==> config.mk <==
export PLATFORM = sky130hd
export DESIGN_NAME = parallel_nibble_frame_receiver_top
export DESIGN_NICKNAME = d
export VERILOG_FILES = /design/src/rtl/pnfr_pkg.sv /design/src/rtl/parallel_nibble_frame_receiver_top.sv
export VERILOG_INCLUDE_DIRS = /design/src /design/src/rtl
export SDC_FILE = /design/constraint.sdc
export NUM_CORES = 1
export LEC_CHECK = 0
export BUFFER_PORTS_ARGS = -buffer_cell sky130_fd_sc_hd__buf_2
export CORE_AREA = 2 2 188 134
export CTS_CLUSTER_SIZE = 16
export DETAILED_ROUTE_END_ITERATION = 10
export DIE_AREA = 0 0 190 136
export PLACE_DENSITY = 0.65
export SYNTH_ARGS = -nofsm -noshare
export SYNTH_HDL_FRONTEND = slang
export SYNTH_SLANG_ARGS = --single-unit
==> constraint.sdc <==
create_clock -name clk -period 9.5 [get_ports clk]
set_input_delay 1.9 -clock clk [delete_from_list [all_inputs] [get_ports clk]]
set_output_delay 1.9 -clock clk [all_outputs]
set_load 0.05 [all_outputs]
==> src/rtl/parallel_nibble_frame_receiver_top_assert.svh <==
// ----------------------------------------------------------------------------
// Assertion macros for the parallel nibble frame receiver
// Checks on clk with a synchronous active-high reset rst; compiled out
// when SYNTH is defined.
// ----------------------------------------------------------------------------
`ifndef PARALLEL_NIBBLE_FRAME_RECEIVER_TOP_ASSERT_SVH
`define PARALLEL_NIBBLE_FRAME_RECEIVER_TOP_ASSERT_SVH

`ifndef SYNTH

// Condition that must hold at every clock edge outside reset.
`define PNFR_ASSERT_ALWAYS(label, cond, msg) \
  label: assert property (@(posedge clk) disable iff (rst) (cond)) else $error(msg);

// Condition that must hold in the cycle after a trigger.
`define PNFR_ASSERT_NEXT(label, trig, cond, msg) \
  label: assert property (@(posedge clk) disable iff (rst) (trig) |=> (cond)) \
    else $error(msg);

`else

`define PNFR_ASSERT_ALWAYS(label, cond, msg)
`define PNFR_ASSERT_NEXT(label, trig, cond, msg)

`endif

`endif

==> src/rtl/pnfr_pkg.sv <==
// ----------------------------------------------------------------------------
// pnfr_pkg
// Types and constants for the parallel nibble frame receiver.
// ----------------------------------------------------------------------------
`default_nettype none

package pnfr_pkg;

  // Register widths and reset values.
  localparam int unsigned TimeoutWidth = 16;
  localparam int unsigned CfgDataWidth = 16;
  localparam int unsigned CfgIndexWidth = 2;

  localparam logic [15:0] TimeoutReset  = 16'd10000;
  localparam logic [7:0]  MagicReset    = 8'hd7;
  localparam logic [3:0]  HuntAckReset  = 4'hb;
  localparam logic [3:0]  FrameAckReset = 4'h2;
  localparam logic [4:0]  DriveReset    = 5'h10;

  // Configuration register indexes.
  localparam logic [1:0] REG_TIMEOUT   = 2'd0;
  localparam logic [1:0] REG_MAGIC     = 2'd1;
  localparam logic [1:0] REG_HUNT_ACK  = 2'd2;
  localparam logic [1:0] REG_FRAME_ACK = 2'd3;

  // Reception phase.
  typedef enum logic [2:0] {
    PH_HUNT  = 3'd0,
    PH_SIZE  = 3'd1,
    PH_CHECK = 3'd2,
    PH_DATA  = 3'd3,
    PH_HALT  = 3'd4
  } phase_t;

  // Event code reported with each result.
  typedef enum logic [2:0] {
    EV_NONE     = 3'd0,
    EV_BYTE     = 3'd1,
    EV_OK       = 3'd2,
    EV_MISMATCH = 3'd3,
    EV_TIMEOUT  = 3'd4,
    EV_END      = 3'd5,
    EV_RETRY    = 3'd6
  } event_t;

endpackage

`default_nettype wire

==> src/rtl/parallel_nibble_frame_receiver_top.sv <==
// ----------------------------------------------------------------------------
// Parallel nibble frame receiver.
// Input channel (in_valid/in_ready, status_lines): one transaction is one
// sample of the five status lines, data nibble in bits 3..0, sender strobe
// in bit 4. Output channel (out_valid/out_ready): exactly one result per
// sample with the drive value, an optional payload byte, an event code and
// the block sum reported with block-ok and checksum-mismatch events.
// The result of a sample is loaded into the result register on the edge
// that accepts it. The receiver takes one sample per cycle while out_ready
// is high; the nibble, byte, word and checksum update sits between the
// state registers and the result register.
// The result register frees its slot while being read, so in_ready stays
// high while out_ready is high; when the receiver stalls (out_ready low
// with a result held) in_ready drops and nothing advances.
// Reset restores the register defaults, returns to hunting the start byte
// and drives 0x10 (clock high, ack zero). After an end frame or a timeout
// past the start the block halts: samples are still taken and answered,
// with the drive value held and all other fields zero, until reset.
// ----------------------------------------------------------------------------
`default_nettype none

`include "parallel_nibble_frame_receiver_top_assert.svh"

module parallel_nibble_frame_receiver_top
  import pnfr_pkg::*;
(
  input  wire logic                     clk,
  input  wire logic                     rst,
  input  wire logic                     cfg_wr_en,
  input  wire logic [CfgIndexWidth-1:0] cfg_index,
  input  wire logic [CfgDataWidth-1:0]  cfg_data,
  input  wire logic                     in_valid,
  output logic                          in_ready,
  input  wire logic [4:0]               status_lines,
  output logic                          out_valid,
  input  wire logic                     out_ready,
  output logic [4:0]                    drive_value,
  output logic                          byte_valid,
  output logic [7:0]                    byte_value,
  output logic [2:0]                    event_res,
  output logic [15:0]                   sum_value
);

  // Configuration registers.
  logic [TimeoutWidth-1:0] timeout_limit;
  logic [7:0]              open_byte;
  logic [3:0]              hunt_ack;
  logic [3:0]              frame_ack;

  // Receiver state.
  phase_t      phase, phase_next;
  logic [1:0]  nibble_index, nibble_index_next;
  logic [15:0] assembled_word, assembled_word_next;
  logic [15:0] block_size, block_size_next;
  logic [15:0] expected_sum, expected_sum_next;
  logic [15:0] running_sum, running_sum_next;
  logic [15:0] bytes_done, bytes_done_next;
  logic [TimeoutWidth-1:0] wait_count, wait_count_next;
  logic [4:0]  previous_sample, previous_sample_next;
  logic        previous_valid, previous_valid_next;
  logic [4:0]  drive_register, drive_register_next;

  // Result of the current sample.
  event_t      ev_next;
  logic        bvalid_next;
  logic [7:0]  bval_next;
  logic [15:0] sumv_next;

  // Shared decode of the current sample.
  logic        take;
  logic        active;
  logic        clk_phase;
  logic        sample_ok;
  logic        nib_accept;
  logic        word_phase;
  logic [7:0]  asm_byte;
  logic [15:0] low_word;
  logic        byte_done;
  logic        word_done;
  logic [TimeoutWidth-1:0] wait_inc;
  logic        timed_out;
  logic [15:0] sum_inc;
  logic [15:0] done_inc;
  logic        block_last;

  // Result checks used by the assertions.
  logic        result_is_end;
  logic        byte_res_ok;
  logic        sum_res_ok;
  logic        halt_take;
  logic        halt_quiet;

  assign in_ready = !out_valid || out_ready;
  assign take     = in_valid && in_ready;

  assign active     = (phase != PH_HALT);
  assign clk_phase  = nibble_index[0];
  assign sample_ok  = previous_valid && (previous_sample == status_lines) &&
                      (status_lines[4] != clk_phase);
  assign nib_accept = active && sample_ok;
  assign word_phase = (phase == PH_SIZE) || (phase == PH_CHECK);
  assign asm_byte   = {status_lines[3:0], assembled_word[3:0]};
  assign low_word   = {assembled_word[15:8], asm_byte};
  assign byte_done  = nib_accept && (nibble_index == 2'd1) && !word_phase;
  assign word_done  = nib_accept && (nibble_index == 2'd3);
  assign wait_inc   = wait_count + TimeoutWidth'(1);
  assign timed_out  = active && !sample_ok && (wait_inc >= timeout_limit);
  assign sum_inc    = running_sum + {8'd0, asm_byte};
  assign done_inc   = bytes_done + 16'd1;
  assign block_last = (done_inc == block_size);

  // Next state of the receiver for the current sample.
  always_comb begin
    phase_next           = phase;
    nibble_index_next    = nibble_index;
    assembled_word_next  = assembled_word;
    block_size_next      = block_size;
    expected_sum_next    = expected_sum;
    running_sum_next     = running_sum;
    bytes_done_next      = bytes_done;
    wait_count_next      = wait_count;
    previous_sample_next = previous_sample;
    previous_valid_next  = previous_valid;
    drive_register_next  = drive_register;

    if (active) begin
      previous_sample_next = status_lines;
      previous_valid_next  = 1'b1;
    end

    if (nib_accept) begin
      previous_valid_next = 1'b0;
      wait_count_next     = '0;
      drive_register_next = {clk_phase, (phase == PH_HUNT) ? hunt_ack : frame_ack};

      // Nibble assembly: bytes low nibble first, words high byte first.
      case (nibble_index)
        2'd0: begin
          assembled_word_next = {12'd0, status_lines[3:0]};
          nibble_index_next   = 2'd1;
        end
        2'd1: begin
          if (word_phase) begin
            assembled_word_next = {asm_byte, 8'd0};
            nibble_index_next   = 2'd2;
          end else begin
            assembled_word_next = {8'd0, asm_byte};
            nibble_index_next   = 2'd0;
          end
        end
        2'd2: begin
          assembled_word_next = {assembled_word[15:8], 4'd0, status_lines[3:0]};
          nibble_index_next   = 2'd3;
        end
        default: begin
          assembled_word_next = low_word;
          nibble_index_next   = 2'd0;
        end
      endcase

      // Frame sequencing.
      if (phase == PH_HUNT && byte_done) begin
        if (asm_byte == open_byte) begin
          phase_next = PH_SIZE;
        end
      end else if (phase == PH_SIZE && word_done) begin
        if (low_word == 16'd0) begin
          phase_next = PH_HALT;
        end else begin
          block_size_next = low_word;
          phase_next      = PH_CHECK;
        end
      end else if (phase == PH_CHECK && word_done) begin
        expected_sum_next = low_word;
        running_sum_next  = '0;
        bytes_done_next   = '0;
        phase_next        = PH_DATA;
      end else if (phase == PH_DATA && byte_done) begin
        running_sum_next = sum_inc;
        bytes_done_next  = done_inc;
        if (block_last) begin
          phase_next = PH_SIZE;
        end
      end
    end else if (active) begin
      // No nibble taken: count toward the timeout.
      wait_count_next = wait_inc;
      if (timed_out) begin
        wait_count_next     = '0;
        nibble_index_next   = 2'd0;
        previous_valid_next = 1'b0;
        if (phase != PH_HUNT) begin
          phase_next = PH_HALT;
        end
      end
    end
  end

  // Result fields for the current sample.
  always_comb begin
    ev_next     = EV_NONE;
    bvalid_next = 1'b0;
    bval_next   = '0;
    sumv_next   = '0;

    if (nib_accept) begin
      if (phase == PH_SIZE && word_done && low_word == 16'd0) begin
        ev_next = EV_END;
      end else if (phase == PH_DATA && byte_done) begin
        bvalid_next = 1'b1;
        bval_next   = asm_byte;
        if (block_last) begin
          ev_next   = (sum_inc == expected_sum) ? EV_OK : EV_MISMATCH;
          sumv_next = sum_inc;
        end else begin
          ev_next = EV_BYTE;
        end
      end
    end else if (timed_out) begin
      ev_next = (phase == PH_HUNT) ? EV_RETRY : EV_TIMEOUT;
    end
  end

  // Configuration registers.
  always_ff @(posedge clk) begin
    if (rst) begin
      timeout_limit <= TimeoutReset;
      open_byte     <= MagicReset;
      hunt_ack      <= HuntAckReset;
      frame_ack     <= FrameAckReset;
    end else if (cfg_wr_en) begin
      case (cfg_index)
        REG_TIMEOUT:   timeout_limit <= cfg_data[TimeoutWidth-1:0];
        REG_MAGIC:     open_byte     <= cfg_data[7:0];
        REG_HUNT_ACK:  hunt_ack      <= cfg_data[3:0];
        REG_FRAME_ACK: frame_ack     <= cfg_data[3:0];
        default: ;
      endcase
    end
  end

  // Receiver state, advanced once per accepted sample.
  always_ff @(posedge clk) begin
    if (rst) begin
      phase           <= PH_HUNT;
      nibble_index    <= 2'd0;
      assembled_word  <= '0;
      block_size      <= '0;
      expected_sum    <= '0;
      running_sum     <= '0;
      bytes_done      <= '0;
      wait_count      <= '0;
      previous_sample <= '0;
      previous_valid  <= 1'b0;
      drive_register  <= DriveReset;
    end else if (take) begin
      phase           <= phase_next;
      nibble_index    <= nibble_index_next;
      assembled_word  <= assembled_word_next;
      block_size      <= block_size_next;
      expected_sum    <= expected_sum_next;
      running_sum     <= running_sum_next;
      bytes_done      <= bytes_done_next;
      wait_count      <= wait_count_next;
      previous_sample <= previous_sample_next;
      previous_valid  <= previous_valid_next;
      drive_register  <= drive_register_next;
    end
  end

  // Result register.
  always_ff @(posedge clk) begin
    if (rst) begin
      out_valid <= 1'b0;
    end else if (take) begin
      out_valid <= 1'b1;
    end else if (out_ready) begin
      out_valid <= 1'b0;
    end
  end

  always_ff @(posedge clk) begin
    if (take) begin
      drive_value <= drive_register_next;
      byte_valid  <= bvalid_next;
      byte_value  <= bval_next;
      event_res   <= ev_next;
      sum_value   <= sumv_next;
    end
  end

  // Properties of the held result.
  assign result_is_end = (event_res == EV_OK) || (event_res == EV_MISMATCH);
  assign byte_res_ok   = !byte_valid || (event_res == EV_BYTE) || result_is_end;
  assign sum_res_ok    = (sum_value == 16'd0) || result_is_end;
  assign halt_take     = take && (phase == PH_HALT);
  assign halt_quiet    = out_valid && !byte_valid && (event_res == EV_NONE) &&
                         (phase == PH_HALT);

  // A payload byte only comes with a byte or block-end event.
  `PNFR_ASSERT_ALWAYS(a_byte_event, !out_valid || byte_res_ok, "payload byte without byte event")

  // The block sum is only reported at block end.
  `PNFR_ASSERT_ALWAYS(a_sum_at_end, !out_valid || sum_res_ok, "sum reported outside block end")

  // A halted receiver answers with an empty result and stays halted.
  `PNFR_ASSERT_NEXT(a_halt_quiet, halt_take, halt_quiet, "halted receiver produced activity")

endmodule

`default_nettype wire

==> results_dict.tcl <==
set metrics [dict create \
    start_kind "input port" \
    grt_max_degree 67 \
    ir_drop_mv 0.106 \
    reg2reg_slack_ns 5.08 \
    clock_path_buffers 2 \
    synth_area_leader_cell "dfxtp_1" \
    slew_headroom_pct 24.0 \
    post_cts_resized 0 \
    maxCapViolCount 0 \
    ys.warnings.count 0 \
    syn_inst 1036 \
    synth_cell_types 68 \
    post_cts_buffers 0 \
    cp_max_fo 39 \
    drtAntennaViolNets 0 \
    grt_usage_pct 18.2 \
    drt-wirelength-per-cell_microns 16.6 \
    p_leak_nw 3.84 \
    layout-drive-gt1-share_pct 11.7 \
    r2r_end "wait_count[11]" \
    die_area_sq_um 25800 \
    clock_skew_ns 0.0146 \
    hpwl_microns 16500 \
    yosys-mux-area-fraction_pct 5.89 \
    synthAdderAreaFrac_pct 3.83 \
    r2r_start "wait_count[0]" \
    synthFlopType "dfxtp_1" \
    dr.pass1.iters 7 \
    synth_top_family_by_area "simple AND/OR/NAND/NOR gates" \
    grt_pass1_wl_microns 36700 \
    synth_area_sq_um 9030 \
    instances_no_fill 1399 \
    crit_path_cell_trace "buf_2 > nand2b_1 > and2_2 > nand2_1 > nor3_2 > nand2b_1 > nor3_1 > o21ai_0 > o31ai_1" \
    dp.cells 1367 \
    cp-end-kind "register" \
    fp-row-count 48 \
    status "finished clean" \
    cpPeakStageDelay_ns 0.77 \
    yosysTopAreaCellShare_pct 31.3 \
    syn_avg_cell_area_sq_um 8.71 \
    path_class "input port to register" \
    setup_viol 0 \
    async_flop_share_pct 0 \
    worstPathRequired_ns 9.84 \
    hold_class "register to register" \
    path_common_cell "nand2b_1" \
    ctsHoldBuffers 0 \
    synth_edf_count 33 \
    reg2reg_depth 13 \
    rsz0062_at_grt "no" \
    vias 7497 \
    first_iter_violations 929 \
    max_slew.worst_pin.slew_ns 1.13 \
    grt_pass1_vias 6536 \
    timing.final.crit_share_pct 56.2 \
    drt-total-wl_microns 23200 \
    final_common_cell "dfxtp_1" \
    vias_per_cell 5.36 \
    core_area_sq_um 24200 \
    clk_pin_slew_ns 0.08 \
    synth_xor_area_share_pct 7.96 \
    multi_input_area_sq_um 4800 \
    htreeDepth 4 \
    grt_overflow 0 \
    remaining_drc_errors 0 \
    tns_ns 0 \
    final_nets 1116 \
    fmaxAchievable_ghz 0.187 \
    synth_compound_area_share_pct 13.2 \
    period_minus_slack_ns 5.34 \
    area_growth_pct 12.0 \
    gp_congestion 0.927 \
    hold_violations 0 \
    syn_nets 1091 \
    antenna_cells 0 \
    drv_slew 0 \
    min_from "timeout_limit[12]" \
    io_buffers 62 \
    power.density_nw_per_um2 156 \
    start_util_pct 37.3 \
    die_w_microns 190 \
    regArea_sq_um 3810 \
    ys_seq_elements 174 \
    ys_seq_area_share_pct 42.3 \
    ys_top_cells_by_area "dfxtp_1, edfxtp_1, mux2i_1" \
    num-fill-cells 2350 \
    cts.sinks 174 \
    io-pin-count 63 \
    cts-root-buf "clkbuf_16" \
    slowest_stage "nand2_1" \
    cts_buffers 17 \
    worstHoldEndpoint "timeout_limit[12]" \
    antenna_found_initial 0 \
    synthSimpleGateAreaFrac_pct 22.1 \
    dieHeight_microns 136 \
    clk_latency_ns 0.43 \
    mostFrequentLayoutCells "dfxtp_1, nand2_1, nor2_1, a21oi_1, buf_2" \
    min_path_cells 2 \
    tritoncts "built" \
    arrival_ns 5.68 \
]
kinds of logic after synthesis:
group / after synthesis
AND/OR/NAND/NOR: 404
AO/OA/AOI/OAI: 196
flip-flops: 174
buffers and inverters: 100
XOR/XNOR: 82
multiplexers: 53
adder cells (fa/ha/maj): 27
power breakdown:
part	switching [W]	internal [W]	leakage (nW)
clock	0.000323	0.000380	0.293
combinational	0.0000757	0.0000274	2.08
sequential	0.00000701	0.000766	1.47
total	0.000406	0.00117	3.84
final cells by class:
cell class / count / area share [%]
Multi-Input combinational cell: 762 / 47.5
Clock inverter: 14 / 1.44
Timing Repair Buffer: 69 / 3.61
Inverter: 37 / 1.37
Tap cell: 325 / 4.02
Clock buffer: 18 / 4.34
Sequential cell: 174 / 37.7
synth_stat cells, drive strengths merged (4+ instances only):
library cell	n
xnor2	38
nand3b	15
nand4	18
nand3	38
nand2b	7
or3	6
edfxtp	33
buf	13
dfxtp	141
nor4	12
inv	37
nor3	27
a21o	5
nand2	124
a211oi	5
a22o	4
and3	12
mux2i	52
o21ai	60
o31ai	11
a22oi	7
a21oi	68
xor2	44
nor2	107
and2	13
a31oi	4
ha	26
clkbuf	50
a211o	10
nor2b	7
critical path: cells and delay by family:
family / cells / cell delay (ns)
AND/OR/NAND/NOR: 6 / 3.51
buffers and inverters: 1 / 0.07
AO/OA/AOI/OAI: 2 / 0.18
sequential cells by signal, indices dropped and copies added, names as in the netlist, 8 cells and up:
signal,flops
sum_value,16
open_byte,8
bytes_done,16
expected_sum,16
wait_count,16
timeout_limit,16
running_sum,16
byte_value,8
assembled_word,12
block_size,16
metrics by stage:
step           hold WS [ns]  utilization, %  power, W  setup WS, ns  instance area (sq um)
2_1_floorplan         0.429               -  0.000862          4.79                   9030
3_3_place_gp          0.438            39.4  0.000891          3.87                   9520
3_5_place_dp          0.448            39.4  0.000892          3.69                   9520
4_1_cts               0.459            41.8   0.00159          4.11                  10100
5_1_grt               0.485            41.8   0.00163          3.76                  10100
6_report              0.457            41.8   0.00158          4.16                  10100
per-layer routing:
layer  vias up  part of all wire [%]  global-route usage [%]
met1      3528                    53                    29.4
li1       3671                     -                       -
met4         0                  0.92                    3.70
met3        23                   8.8                    4.88
met2       275                    38                    23.2
met5         -                     0                       0
worst max path at each step:
stage	start	end	slack [ns]	cells past startpoint
CTS	out_ready	running_sum[8]	4.11	9
global route	out_ready	bytes_done[9]	3.76	9
global placement	out_ready	running_sum[8]	3.87	9
finish	out_ready	running_sum[8]	4.16	9
floorplan	out_ready	running_sum[13]	4.79	9
detailed placement	out_ready	running_sum[8]	3.69	9
No activity file was read; power rests on OpenSTA's default activity.
